==> src/rtl/core/isl_pkg.sv <==
// Shared types and codes for the indexed shift list.
`timescale 1ns / 1ps

package isl_pkg;

  localparam int WORD_W = 32;

  typedef enum logic [2:0] {
    OP_APPEND = 3'd0,
    OP_REMOVE = 3'd1,
    OP_INSERT = 3'd2,
    OP_ERASE  = 3'd3,
    OP_READ   = 3'd4
  } op_t;

  typedef enum logic [1:0] {
    ST_OK    = 2'd0,
    ST_FULL  = 2'd1,
    ST_EMPTY = 2'd2,
    ST_RANGE = 2'd3
  } status_t;

  // Shift command broadcast to every cell of the row.
  typedef struct packed {
    logic ins;  // open a slot at the index, higher cells take the lower neighbor
    logic del;  // close the slot at the index, cells at or above take the upper neighbor
  } shift_ctrl_t;

endpackage

==> src/rtl/core/isl_cell.sv <==
// One storage cell of the shift row: holds one word, loads from a neighbor or the new word.
`timescale 1ns / 1ps

module isl_cell #(
  parameter int IW    = 4,
  parameter int INDEX = 0
) (
  input  logic                      clk,
  input  logic                      rst,
  input  isl_pkg::shift_ctrl_t      ctrl,
  input  logic [IW-1:0]             at,
  input  logic [isl_pkg::WORD_W-1:0] word,
  input  logic [isl_pkg::WORD_W-1:0] lower,
  input  logic [isl_pkg::WORD_W-1:0] upper,
  output logic [isl_pkg::WORD_W-1:0] data
);
  import isl_pkg::*;

  localparam logic [IW-1:0] IDX = IW'(INDEX);

  always_ff @(posedge clk) begin
    if (rst) begin
      data <= '0;
    end else if (ctrl.ins) begin
      if (IDX > at) begin
        data <= lower;
      end else if (IDX == at) begin
        data <= word;
      end
    end else if (ctrl.del) begin
      if (IDX >= at) begin
        data <= upper;
      end
    end
  end

endmodule

==> src/rtl/core/indexed_shift_list.sv <==
// Top level of the indexed shift list: operation decode, cell row, count and result register.
//
//  channel | dir | fields (tdata, low bit first)
//  --------+-----+------------------------------------------------------------------
//  s_*     | in  | operation[2:0], position[6:3], value[38:7], zero pad [39]
//  m_*     | out | read_data[31:0], count[36:32], status[38:37], zero pad [39]
//
// One transaction per cycle while the result is taken: every cell loads its neighbor, the new word or
// itself in the accept cycle, and the result is written into the output register at the same clock edge.
// s_tready is high while the result register is empty or being taken.
// rst (synchronous) clears all cells, the count and the output valid.
// A stalled result holds m_tdata and blocks further input.
`timescale 1ns / 1ps

module indexed_shift_list #(
  parameter int CAPACITY = 16
) (
  input  logic        clk,
  input  logic        rst,
  input  logic        s_tvalid,
  output logic        s_tready,
  input  logic [39:0] s_tdata,   // operation[2:0], position[6:3], value[38:7]
  output logic        m_tvalid,
  input  logic        m_tready,
  output logic [39:0] m_tdata    // read_data[31:0], count[36:32], status[38:37]
);
  import isl_pkg::*;

  localparam int IW = (CAPACITY > 1) ? $clog2(CAPACITY) : 1;
  localparam int CW = $clog2(CAPACITY + 1);
  localparam int PW = (IW > 4) ? IW : 4;
  localparam int XW = (CW > 4) ? CW : 4;
  localparam int OW = (CW > 5) ? CW : 5;

  logic [CW-1:0]     cnt;
  logic [CW-1:0]     cnt_next;
  logic [WORD_W-1:0] cell_data [CAPACITY];

  logic [2:0]        in_op;
  logic [3:0]        in_pos;
  logic [WORD_W-1:0] in_value;

  logic              accept;
  shift_ctrl_t       ctrl;
  logic              do_ins;
  logic              do_del;
  logic [IW-1:0]     at;
  logic [PW-1:0]     pos_w;
  logic [XW-1:0]     pos_x;
  logic [XW-1:0]     cnt_x;
  logic              full;
  logic              empty;
  logic [WORD_W-1:0] rd;
  status_t           st;
  logic [OW-1:0]     cnt_o;

  logic [WORD_W-1:0] out_rd;
  logic [4:0]        out_cnt;
  status_t           out_st;

  assign in_op    = s_tdata[2:0];
  assign in_pos   = s_tdata[6:3];
  assign in_value = s_tdata[38:7];

  assign s_tready = !m_tvalid || m_tready;
  assign accept   = s_tvalid && s_tready;

  assign pos_w = PW'(in_pos);
  assign pos_x = XW'(in_pos);
  assign cnt_x = XW'(cnt);
  assign full  = (cnt == CW'(CAPACITY));
  assign empty = (cnt == '0);

  always_comb begin
    do_ins = 1'b0;
    do_del = 1'b0;
    at     = '0;
    rd     = '0;
    st     = ST_OK;
    unique case (in_op)
      OP_APPEND: begin
        if (full) begin
          st = ST_FULL;
        end else begin
          do_ins = 1'b1;
          at     = cnt[IW-1:0];
        end
      end
      OP_REMOVE: begin
        if (empty) begin
          st = ST_EMPTY;
        end else begin
          do_del = 1'b1;
          at     = IW'(cnt - CW'(1));
        end
      end
      OP_INSERT: begin
        if (full) begin
          st = ST_FULL;
        end else if (pos_x > cnt_x) begin
          st = ST_RANGE;
        end else begin
          do_ins = 1'b1;
          at     = pos_w[IW-1:0];
        end
      end
      OP_ERASE: begin
        if (empty) begin
          st = ST_EMPTY;
        end else if (pos_x >= cnt_x) begin
          st = ST_RANGE;
        end else begin
          do_del = 1'b1;
          at     = pos_w[IW-1:0];
        end
      end
      OP_READ: begin
        if (empty) begin
          st = ST_EMPTY;
        end else if (pos_x >= cnt_x) begin
          st = ST_RANGE;
        end else begin
          rd = cell_data[pos_w[IW-1:0]];
        end
      end
      default: st = ST_RANGE;
    endcase
  end

  assign ctrl.ins = accept && do_ins;
  assign ctrl.del = accept && do_del;

  always_comb begin
    cnt_next = cnt;
    if (do_ins) begin
      cnt_next = cnt + CW'(1);
    end else if (do_del) begin
      cnt_next = cnt - CW'(1);
    end
  end

  assign cnt_o = OW'(cnt_next);

  // Row of cells; the ends see zero, which keeps slots past the count cleared.
  for (genvar k = 0; k < CAPACITY; k++) begin : g_cell
    logic [WORD_W-1:0] lower;
    logic [WORD_W-1:0] upper;
    if (k == 0) begin : g_lo_end
      assign lower = '0;
    end else begin : g_lo
      assign lower = cell_data[k-1];
    end
    if (k == CAPACITY - 1) begin : g_hi_end
      assign upper = '0;
    end else begin : g_hi
      assign upper = cell_data[k+1];
    end
    isl_cell #(
      .IW    (IW),
      .INDEX (k)
    ) u_cell (
      .clk   (clk),
      .rst   (rst),
      .ctrl  (ctrl),
      .at    (at),
      .word  (in_value),
      .lower (lower),
      .upper (upper),
      .data  (cell_data[k])
    );
  end

  always_ff @(posedge clk) begin
    if (rst) begin
      cnt      <= '0;
      m_tvalid <= 1'b0;
    end else begin
      if (accept) begin
        cnt      <= cnt_next;
        m_tvalid <= 1'b1;
      end else if (m_tready) begin
        m_tvalid <= 1'b0;
      end
    end
  end

  always_ff @(posedge clk) begin
    if (accept) begin
      out_rd  <= rd;
      out_cnt <= cnt_o[4:0];
      out_st  <= st;
    end
  end

  assign m_tdata = {1'b0, out_st, out_cnt, out_rd};

  assert property (@(posedge clk) disable iff (rst) cnt <= CW'(CAPACITY))
    else $error("entry count above capacity");

  assert property (@(posedge clk) disable iff (rst)
    (cnt != CW'(CAPACITY)) |-> (cell_data[cnt[IW-1:0]] == '0))
    else $error("slot past the count not cleared");

  assert property (@(posedge clk) disable iff (rst)
    (accept && (in_op == OP_APPEND) && !full) |=> (cnt == $past(cnt) + CW'(1)))
    else $error("append did not grow the count");

  assert property (@(posedge clk) disable iff (rst)
    (accept && (st != ST_OK)) |=> (cnt == $past(cnt)))
    else $error("failed transaction changed the count");

endmodule

==> config.mk <==
export PLATFORM = sky130hd
export DESIGN_NAME = indexed_shift_list
export DESIGN_NICKNAME = d
export VERILOG_FILES = /design/src/rtl/core/isl_pkg.sv /design/src/rtl/core/isl_cell.sv /design/src/rtl/core/indexed_shift_list.sv
export SDC_FILE = /design/constraint.sdc
export NUM_CORES = 2
export LEC_CHECK = 0
export BUFFER_PORTS_ARGS = -buffer_cell sky130_fd_sc_hd__buf_2
export CORE_MARGIN = 2
export CORE_UTILIZATION = 64
export DETAILED_ROUTE_END_ITERATION = 7
export MAX_ROUTING_LAYER = met4
export PLACE_DENSITY = 0.87
export SKIP_CTS_REPAIR_TIMING = 1
export SYNTH_ARGS = -nofsm -noshare
export SYNTH_HDL_FRONTEND = slang
export SYNTH_SLANG_ARGS = --single-unit
export TNS_END_PERCENT = 5
==> constraint.sdc <==
create_clock -name clk -period 4.2 [get_ports clk]
set_input_delay 0.84 -clock clk [delete_from_list [all_inputs] [get_ports clk]]
set_output_delay 0.84 -clock clk [all_outputs]
set_load 0.05 [all_outputs]
; After elaboration in Yosys (flattened, before gate mapping)
; Cells that the tools add are included.
; Widths: inputs -> output; s select.
[word_totals]
rom_bits = 0
ff_bits = 557
latchBits = 0
memories = 0
mem_bits_rw = 0
inputBits = 44
[classes]
reduce_logical = 44
n_mul = 0
muxes = 109
order_cmp = 35
add_sub_neg = 2
n_shift = 0
n_div = 0
eq_ne = 36
bitwise = 2
[op_table]
columns = operator, count
row1 = $mux 32, 82
row2 = $bmux 32 s4, 1
row3 = $ne 3x1->1 const B, 16
row4 = $reduce_and 3->1, 16
row5 = $reduce_bool 2->1, 18
row6 = $eq 4x4->1 const A, 8
row7 = $ge 4x4->1 const A, 8
row8 = $gt 4x4->1 const A, 8
row9 = $mux 4, 6
row10 = $eq 3x4->1 const A, 4
row11 = $ge 3x4->1 const A, 4
row12 = $gt 3x4->1 const A, 4
row13 = $pmux 4 s4, 1
row14 = $mux 2, 5
row15 = $mux 5, 2
row16 = $mux 1, 9
row17 = $eq 2x4->1 const A, 2
row18 = $ge 1x4->1 const A, 2
row19 = $ge 2x4->1 const A, 2
row20 = $gt 1x4->1 const A, 2
row21 = $gt 2x4->1 const A, 2
row22 = $pmux 2 s4, 1
row23 = $eq 3x2->1 const B, 2
row24 = $add 5x1->5 const B, 1
row25 = other kinds (19), 22

; Logic depth before layout (Yosys ltp)
[logic_depth]
depth_word = 8
depth_mapped = 14
ltp_nobuf = 9

; Modules after synthesis
; From an unflattened synthesis, not the netlist that was laid out.
[hier_totals]
hier_cells = 4269
hier_area_um2 = 39295.2
[by_module_without_submodules]
columns = module, cells_per_inst, n_inst, seq_area_each_um2, area_each_um2
row1 = indexed_shift_list, 402, 1, 1291.2, 6128.4
row2 = isl_cell (g_cell[14].u_cell), 260, 1, 640.6, 2409.8
row3 = isl_cell (g_cell[4].u_cell), 330, 1, 640.6, 2342.2
row4 = isl_cell (g_cell[10].u_cell), 231, 1, 640.6, 2285.9
row5 = isl_cell (g_cell[2].u_cell), 302, 1, 640.6, 2275.9
row6 = isl_cell (g_cell[6].u_cell), 297, 1, 640.6, 2215.9
row7 = isl_cell (g_cell[3].u_cell), 262, 1, 640.6, 2213.4
row8 = isl_cell (g_cell[9].u_cell), 227, 1, 640.6, 2147.1
row9 = isl_cell (g_cell[13].u_cell), 254, 1, 640.6, 2104.5
row10 = isl_cell (g_cell[1].u_cell), 217, 1, 640.6, 2070.7
row11 = isl_cell (g_cell[7].u_cell), 218, 1, 640.6, 2000.7
row12 = isl_cell (g_cell[11].u_cell), 251, 1, 640.6, 1986.9
row13 = isl_cell (g_cell[8].u_cell), 215, 1, 640.6, 1984.4
row14 = isl_cell (g_cell[5].u_cell), 222, 1, 640.6, 1828.0
row15 = +3 rows, -, -, -, -

; Worst setup path before layout
; OpenSTA, ideal clock, no wires.
[synth_path]
kind = input-to-reg
start = input m_tready
end = register g_cell[0].u_cell.data[2] (netlist name)
required_ns = 4.109
setup_slack_ns = -0.019
arrival_time_ns = 4.128
path_stages = 10
cell_sequence = nand2b_1 -> nand2_1 -> clkinv_1 -> nand3_1 -> clkbuf_1 -> clkbuf_1 -> buf_2 -> clkbuf_1 -> nand2_1 -> a311oi_1
[synth_via]
elab_chain_len = 5
[synth_rtl]
columns = item, line_no
row1 = "start, declared", indexed_shift_list.sv:24  ; input logic m_tready,
row2 = $logic_or 1x1->1 (*), indexed_shift_list.sv:65  ; assign s_tready = !m_tvalid || m_tready;
row3 = $logic_and 1x1->1 (*), indexed_shift_list.sv:66  ; assign accept = s_tvalid && s_tready;
row4 = net accept, indexed_shift_list.sv:43  ; logic accept;
row5 = $logic_and 1x1->1 (on tied branches), "indexed_shift_list.sv:130, indexed_shift_list.sv:131"
row6 = $ne 3x1->1 (no source line) / $reduce_bool 2->1 (equally long branches), -
row7 = $reduce_and 3->1 (no source line), -
row8 = "end signal, assigned", isl_cell.sv:26  ; data <= lower;
row9 = "end signal, assigned", isl_cell.sv:28  ; data <= word;
row10 = "end signal, assigned", isl_cell.sv:32  ; data <= upper;
row11 = "end, declared", isl_cell.sv:15  ; output logic [isl_pkg::WORD_W-1:0] data
; Mark *: on every way through the listed nets, which the timed path passes. The rest lies on a longest branch.
; A chain may end at the register's enable or synchronous reset.

; Worst setup path in the final report
[layout_path]
start = register cnt[3]
end = register g_cell[5].u_cell.data[16] (netlist name)
[layout_via]
elab_chain_len = 7
[layout_rtl]
columns = item, line_no
row1 = "start, declared", indexed_shift_list.sv:35  ; logic [CW-1:0] cnt;
row2 = "start signal, assigned", indexed_shift_list.sv:179  ; cnt <= cnt_next;
row3 = $ge 4x5->1 / $gt 4x5->1 (equally long branches), "indexed_shift_list.sv:110, indexed_shift_list.sv:100"
row4 = "$mux 4, or another cell as far along", indexed_shift_list.sv:110  ; end else if (pos_x >= cnt_x) begin
row5 = "$mux 4, or another cell as far along", indexed_shift_list.sv:108  ; if (empty) begin
row6 = $pmux 4 s4 / $pmux 1 s2 (equally long branches), indexed_shift_list.sv:80  ; unique case (in_op)
row7 = "$gt 3x4->1, or another cell as far along", isl_cell.sv:25  ; if (IDX > at) begin
row8 = "$ne 3x1->1 (no source line), or another cell as far along", -
row9 = $reduce_and 3->1 (no source line) / $mux 32 (equally long branches), -
row10 = "end signal, assigned", isl_cell.sv:26
row11 = "end signal, assigned", isl_cell.sv:28
row12 = "end signal, assigned", isl_cell.sv:32
row13 = "end, declared", isl_cell.sv:15
; Several ways; a longest one is shown, not always the timed one.

==> qor.csv <==
metric,value,unit
p_leak,13.4,nW
drt_wl_total,118000,um
clk_latency,640,ps
synth_mux_area_share,18.5,%
syn_nets,3539,
fp.dieH,228,um
start_kind,flop,
viasPerCell,7.69,
dp_hpwl,72200,um
place_ws,22.4,ps
synth_cells,3489,
wl_met3,17400,um
worstPathRequired,4710,ps
grt_util_all_layers,44.9,%
syn_area,32100,um2
grt_max_degree,96,
synth_simple_gate_area_share,16.8,%
arrival,4550,ps
violations,design-rule violations,
dr_total_vias,31800,
grt_pass1_vias,31400,
root_buffer,clkbuf_16,
yosys_warnings,0,
synth_fa_ha_area_share,0.234,%
min-delay-start,s_tvalid,
route.detailed.drc,3,
synth-xor-area-share,0.0819,%
wl_per_cell,28.5,um
synth_edf_count,39,
peakVddDrop,0.341,mV
start_util,64.4,%
routabilityCongestion,0.922,
rsz0062_at_grt,no,
ys_ff_latch,557,
skew,21.3,ps
areaGrowthSynthToFinish,11.3,%
setup_viol,0,
seq_area_frac_synth,36.0,%
drt-met1-wl,40400,um
slew_violations,0,
setup_slack,167,ps
power_density,360,nW/um2
core,49800,um2
cts_made_buffers,57,
synth-compound-area-share,23.0,%
fill_cells,3536,
setup-tns-final,0,ps
die-area,51900,um2
min_path_type,in2reg,
firstDrtPassIters,8,
r2r-start,cnt[3],
cp_max_fo,24,
portBuffers,83,
cts_tree,done,
cp_slowest_stage_delay,550,ps
wl_met2,50500,um
cp-end-kind,flop,
num_rows,82,
crit_slowest_cell,dfxtp_1,
first_iter_violations,5143,
synth_top_family_by_area,compound AO/OA/AOI/OAI gates,
drtAntennaViolNets,0,
maxUsedRoutingLayer,met4,
ios,86,
clock_path_buffers,3,
cts_max_level,2,
slew_headroom,9.59,%
max_freq,248,MHz
antenna_found_initial,10,
grt_pass1_wl,178000,um
num-nets-final,3455,
tightestPinTransition,1350,ps
hold_violations,0,
avgSynthCellArea,9.19,um2
ys_types,78,
clkSinkCount,557,
worst-setup-path-type,reg2reg,
fp.dieW,228,um
fin_crit_sh,96.0,%
drive_gt1_share,19.0,%
clk_pin_slew,60,ps
cp_cell_sequence,inv_1 -> ha_1 -> and3b_1 -> o21a_1 -> o21ai_1 -> a31oi_4 -> buf_4 -> buf_6 -> o21a_1 -> buf_4 -> nor3_1 -> o41ai_1,
crit_start,cnt[3],
status,finished with violations,
async_reset_ff_share,0,%
power,0.0128,W
final.min_clock_period,4030,ps
globalRouteOverflowTotal,0,
drv_cap,0,
dominantRegCellSynth,dfxtp_1,
[report_power, final]
part	internal, W	switching [W]	total, W
clock	0.00295	0.00226	0.00521
sequential	0.00544	0.0000827	0.00552
combinational	0.000625	0.00149	0.00211
[flip-flops by register name, indices dropped and copies added, names as in the netlist]
register            cells
g_cell.u_cell.data    512
out_st                  2
cnt                     5
out_rd                 32
out_cnt                 5
m_tvalid                1
[stage by stage]
| step | hold slack, ps | utilization [%] | instances | cell area [um2] |
|---|---|---|---|---|
| floorplan | 440 | - | 3489 | 32100 |
| global placement | 454 | 67.9 | 4018 | 33800 |
| detailed placement | 461 | 67.9 | 4018 | 33800 |
| CTS | 451 | 71.6 | 4124 | 35700 |
| global route | 465 | 71.7 | 4135 | 35700 |
| finish | 456 | 71.7 | 4136 | 35700 |
[Yosys cell counts (all sizes together), types with 4 or more instances]
cell type / number / area share (%)
dfxtp: 518 / 32
a31o: 34 / 0.93
nor2b: 36 / 0.70
and3: 69 / 1.3
edfxtp: 39 / 3.7
a221o: 64 / 2.0
o21ai: 170 / 2.7
o2bb2ai: 64 / 1.7
a22o: 65 / 1.8
mux2: 64 / 2.2
or3: 4 / 0.078
mux2i: 160 / 5.0
nor3: 108 / 1.7
a31oi: 37 / 0.77
a311oi: 34 / 0.93
a211oi: 100 / 2.3
a41oi: 4 / 0.11
a21oi: 82 / 1.3
ha: 6 / 0.23
o21a: 6 / 0.16
nand2: 270 / 3.2
buf: 86 / 1.3
mux4: 160 / 11
nand3: 105 / 1.6
inv: 41 / 0.48
o32ai: 35 / 0.96
nor2: 378 / 4.4
o22ai: 35 / 0.70
a32oi: 32 / 0.87
and2: 7 / 0.14
a32o: 128 / 4.0
nand2b: 162 / 3.2
clkbuf: 303 / 3.5
o211ai: 4 / 0.094
o41ai: 32 / 0.87
[metal layers]
metal	GRT usage [%]	vias to the layer above
li1	-	13100
met1	52.5	14900
met2	65.4	2895
met3	14.2	945
met4	32.1	0
met5	-	-
[worst max-delay path: cells and delay by family (launching register included)]
kind | cells | cell delay (ps)
adders and majority gates | 1 | 340
and+or+nand+nor | 2 | 390
buffers and inverters | 4 | 1340
DFF | 1 | 550
AOI/OAI and AO/OA | 5 | 1260
[worst paths after layout]
path	endpoint	slack, ps	cells after the start
hold reg to reg	g_cell[15].u_cell.data[19]	480	1
setup reg to reg	g_cell[5].u_cell.data[16]	170	12
hold / removal	m_tvalid	460	3
setup / recovery	g_cell[5].u_cell.data[16]	170	12
[area by class of cell]
type	instances	area (um2)	area share, %
Multi-Input combinational cell	2500	19200	53.8
Sequential cell	557	11500	32.3
Timing Repair Buffer	246	2040	5.70
Clock buffer	91	1780	4.98
Tap cell	672	841	2.36
Inverter	43	163	0.456
Clock inverter	15	108	0.302
Antenna cell	12	30.0	0.0842
[logic make-up after synthesis]
logic type / count (synthesis)
AOI/OAI and AO/OA: 955
and+or+nand+nor: 1151
other: 1
adders and majority gates: 6
muxes: 384
DFF: 557
buffers and inverters: 432
xor gates and xnor gates: 3
[cell usage in the layout (no fill, tap or decap), drive strengths merged, types with 36 or more instances in the layout]
cell type  instances
o2bb2ai           64
buf              245
a31oi             37
and3              69
o21ai            170
a32o             128
nor2             378
mux2              64
inv               44
a211oi           100
nor2b             36
nand3            105
nand2            270
nor3             108
dfxtp            518
edfxtp            39
a22o              65
clkbuf            92
a21oi             82
nand2b           162
mux4             160
a221o             64
mux2i            160
No activity file was read; power rests on OpenSTA's default activity.
